[src/design/mspm_pkg.sv]
package mspm_pkg;

   // fixed field widths of the two channels
   localparam int CMD_W       = 2;
   localparam int SEL_W       = 4;
   localparam int PUSH_W      = 16;
   localparam int POS_W       = 6;
   localparam int STATUS_W    = 2;
   localparam int DEPTH_OUT_W = 7;
   localparam int DATA_OUT_W  = 16;

   typedef enum logic [CMD_W-1:0] {
      CMD_PUSH = 2'd0,
      CMD_POP  = 2'd1,
      CMD_MOVE = 2'd2,
      CMD_READ = 2'd3
   } cmd_type;

   typedef enum logic [STATUS_W-1:0] {
      ST_OK        = 2'd0,
      ST_EMPTY     = 2'd1,
      ST_OVERFLOW  = 2'd2,
      ST_SELF_MOVE = 2'd3
   } status_type;

   typedef enum logic [2:0] {
      S_IDLE,
      S_SRC,
      S_DST,
      S_COPY,
      S_CLR,
      S_DONE
   } state_type;

   // controller -> datapath
   typedef struct packed {
      logic capture;
      logic src_exec;
      logic dst_exec;
      logic copy_step;
      logic clear_src;
      logic respond;
   } ctrl_cmd_type;

   // datapath -> controller
   typedef struct packed {
      logic is_move;
      logic move_go;
      logic move_clr;
      logic copy_done;
      logic out_free;
   } dp_stat_type;

endpackage

[src/design/mspm_ctrl.sv]
module mspm_ctrl (
   input  logic                   clock,
   input  logic                   reset,
   input  logic                   req_valid,
   output logic                   req_ready,
   input  mspm_pkg::dp_stat_type  dp_stat,
   output mspm_pkg::ctrl_cmd_type ctrl_cmd
);
   import mspm_pkg::*;

   state_type state_ff;
   state_type state_in;

   always_ff @(posedge clock) begin
      if (reset) begin
         state_ff <= S_IDLE;
      end else begin
         state_ff <= state_in;
      end
   end

   always_comb begin
      state_in = state_ff;
      unique case (state_ff)
         S_IDLE: begin
            if (req_valid) state_in = S_SRC;
         end
         S_SRC: begin
            state_in = dp_stat.is_move ? S_DST : S_DONE;
         end
         S_DST: begin
            priority if (dp_stat.move_go) state_in = S_COPY;
            else if (dp_stat.move_clr)    state_in = S_CLR;
            else                          state_in = S_DONE;
         end
         S_COPY: begin
            if (dp_stat.copy_done) state_in = S_CLR;
         end
         S_CLR: begin
            state_in = S_DONE;
         end
         S_DONE: begin
            if (dp_stat.out_free) state_in = S_IDLE;
         end
         default: begin
            state_in = S_IDLE;
         end
      endcase
   end

   always_comb begin
      req_ready = 1'b0;
      ctrl_cmd  = '0;
      unique case (state_ff)
         S_IDLE: begin
            req_ready        = 1'b1;
            ctrl_cmd.capture = req_valid;
         end
         S_SRC:  ctrl_cmd.src_exec  = 1'b1;
         S_DST:  ctrl_cmd.dst_exec  = 1'b1;
         S_COPY: ctrl_cmd.copy_step = 1'b1;
         S_CLR:  ctrl_cmd.clear_src = 1'b1;
         S_DONE: ctrl_cmd.respond   = dp_stat.out_free;
         default: begin
            req_ready = 1'b0;
         end
      endcase
   end

endmodule

[config.mk]
export PLATFORM = sky130hd
export DESIGN_NAME = mspm_ctrl
export DESIGN_NICKNAME = d
export VERILOG_FILES = /design/src/design/mspm_pkg.sv /design/src/design/mspm_ctrl.sv
export SDC_FILE = /design/constraint.sdc
export NUM_CORES = 1
export LEC_CHECK = 0
export BUFFER_PORTS_ARGS = -buffer_cell sky130_fd_sc_hd__clkbuf_2
export CORE_AREA = 2 2 39 41
export DETAILED_ROUTE_END_ITERATION = 16
export DIE_AREA = 0 0 41 43
export HOLD_SLACK_MARGIN = 0.08
export PLACE_DENSITY = 0.55
export SYNTH_ARGS = -nofsm -noshare
export SYNTH_HDL_FRONTEND = slang
export SYNTH_SLANG_ARGS = --single-unit
[constraint.sdc]
create_clock -name clock -period 1.05 [get_ports clock]
set_input_delay 0.21 -clock clock [delete_from_list [all_inputs] [get_ports clock]]
set_output_delay 0.21 -clock clock [all_outputs]
set_load 0.005 [all_outputs]
==> flow_summary.ini <==
[worst_setup_path]
crit_required_ns = 0.84
critPathLaunchType = flop
critPathMaxFanout = 6
startpoint = state_ff[0]
cp_cell_sequence = buf_6 -> nor3_4 -> and2_1 -> buf_2
max_stage_delay_ns = 0.34
slowest_stage = dfxtp_4
crit_buf_inv = 2
end_kind = primary output
setup.worst_path.class = reg -> out
cp_data_arrival_time_ns = 1.05
worstReg2RegStart = state_ff[2]
cp_top_family = flip-flops

[die]
die_h_um = 43
core-area_mm2 = 0.00138
die_x_um = 41
dieArea_mm2 = 0.00176
boundaryPins = 15
num_rows = 14
start_util_pct = 21.2

[timing]
setup_ws_ns = -0.205
hold_viol = 0
maxSlewViolCount = 0
fmax_ghz = 0.797
fin_crit_ns = 1.26
post-route-period-util_pct = 120
max_slew_margin_pct = 83.5
rsz0062_at_grt = yes
final.setup.tns_ns = -1.59
fin_skew_ns = 0.00163
worst_pin_slew_ns = 0.247
setup_viol = 10

[yosys]
synth-seq-cells = 3
yosys.area.top_type = dfxtp_1
syn_avg_cell_area_um2 = 7.95
synth_edf_count = 0
ys_warn_count = 0
synth_most_common_cell = nor2_1
syn-instance-count = 37
synth.area.top_cells = dfxtp_1 (20%), nor2_1 (8.9%), buf_6 (7.7%)
syn_nets = 45
synth-seq-area-share_pct = 20.4
synth_ff_type = dfxtp_1
synth_common_cells = nor2_1 (7), dfxtp_1 (3)
synth_cell_types = 25
netlist_area_um2 = 294
async_flop_share_pct = 0
yosys.area.top_type_share_pct = 20.4

[drt]
drcViolationCount = 0
avgViaCountPerCell = 4.79
wl_um = 838
antenna_left = 0
drt-wirelength-per-cell_um = 10.3
drtIter0Drc = 4
route.vias.total = 388
first_pass_iters = 2

[placement]
port_buffers = 14
placed_area_um2 = 415
place_congestion = 0.812
dp_hpwl_um = 558

[grt]
grt_first_pass_wirelength_mm = 1.32
grt_util_all_layers_pct = 11.4
grt_use_met2_pct = 16.9
met3_usage_pct = 4.19
grt_pass1_vias = 348
antenna_found_initial = 0
grt_max_degree = 15
grt_use_met1_pct = 10.9
busiest_layer = met2
globalRoute.totalOverflow = 0

[finish]
diodes = 0
final_layout_size_suffix_gt1_share_pct = 75.4
multi_input_area_um2 = 268
n_fill_cell = 147
stdcell_area_um2 = 597
largest_reg_flops = 3
regMostFlops = state_ff
top_regs = state_ff: 3 flops
seq_area_um2 = 71.3
final_net_count = 74
synthToLayoutAreaGrowth_pct = 103

[pwr]
vdd_drop_max_mv = 1.02
p_per_area_mw_per_mm2 = 2200
leakagePower_nw = 0.259

[run_status]
status = finished with violations
violations = negative setup slack

[cts]
path_clk_slew_ns = 0.04
clock_sinks = 3
postCtsHoldBufs = 0
insertion_delay_ns = 0.23
htreeDepth = 1
root_buffer = clkbuf_4
cts_buffers = 3
clockBufferDepth = 2
cts_tree = done

[hold_path]
min_from = reset
hold_path_class = in -> reg

[run]
maxCapViolations = 0
final timing paths:
path,slack [ns],end,depth (start not counted)
setup reg to reg,-0.16,state_ff[2],5
setup / recovery,-0.21,ctrl_cmd[5],4
hold / removal,0.19,state_ff[1],2
hold reg to reg,0.70,state_ff[0],4
area by class of cell:
class                   instances  area share (%)
inverters                       1           0.629
clock buffers                   4            4.40
flip-flops and latches          3            11.9
well taps                      16            3.35
multi-input cells              30            44.9
repair buffers                 27            34.8
stage by stage:
stage,cells,setup WS (ns),total power [mW],hold slack [ns],utilization [%]
floorplan,37,-0.0158,0.547,0.271,-
global placement,70,-0.117,0.747,0.406,30.0
detailed placement,70,-0.122,0.753,0.406,30.0
CTS,77,-0.230,1.14,0.172,37.2
global route,81,-0.293,1.43,0.179,43.1
finish,81,-0.205,1.31,0.188,43.1
kinds of logic after synthesis:
logic type | after synthesis | synth area share, %
and+or+nand+nor | 21 | 44.7
AOI/OAI and AO/OA | 9 | 24.3
buffers and inverters | 4 | 10.6
DFF | 3 | 20.4
report_power, final:
group	internal, mW	switching [mW]
Combinational	0.539	0.327
Sequential	0.166	0.0783
Clock	0.142	0.0587
worst reg2reg max path, cell delays in order (launching register included):
cell and delay, ns:
dfxtp_4 0.37, buf_6 0.14, or3b_1 0.35, o221ai_2 0.07
a31oi_1 0.11, nor2_1 0.10
cell usage in the layout (no fill, tap or decap), drive strengths merged:
cell and n:
or3b 1, buf 17, and2 2, nor4 1
nor3b 1, and4b 1, nor2 7, nand2b 3
o221ai 1, a21oi 2, o2bb2ai 1, a31oi 1
o21ai 1, dfxtp 3, inv 1, a32oi 1
a2111oi 1, clkbuf 14, a211o 1, and2b 1
nor3 2, and3 1, nor2b 1
timing repair:
item	in CTS	in global routing
hold endpoints to repair	0	0
resized for setup	11	16
endpoints found under the setup margin	10	10
setup buffers	3	4
pin swaps	3	5
routing by layer:
layer / share of wire, % / vias to the layer above / wire length [um]
li1: - / 196 / -
met1: 34 / 178 / 288
met2: 56 / 10 / 473
met3: 4.2 / 4 / 35
met4: 4.9 / 0 / 41
met5: 0 / - / 0
No activity file was read; power rests on OpenSTA's default activity.
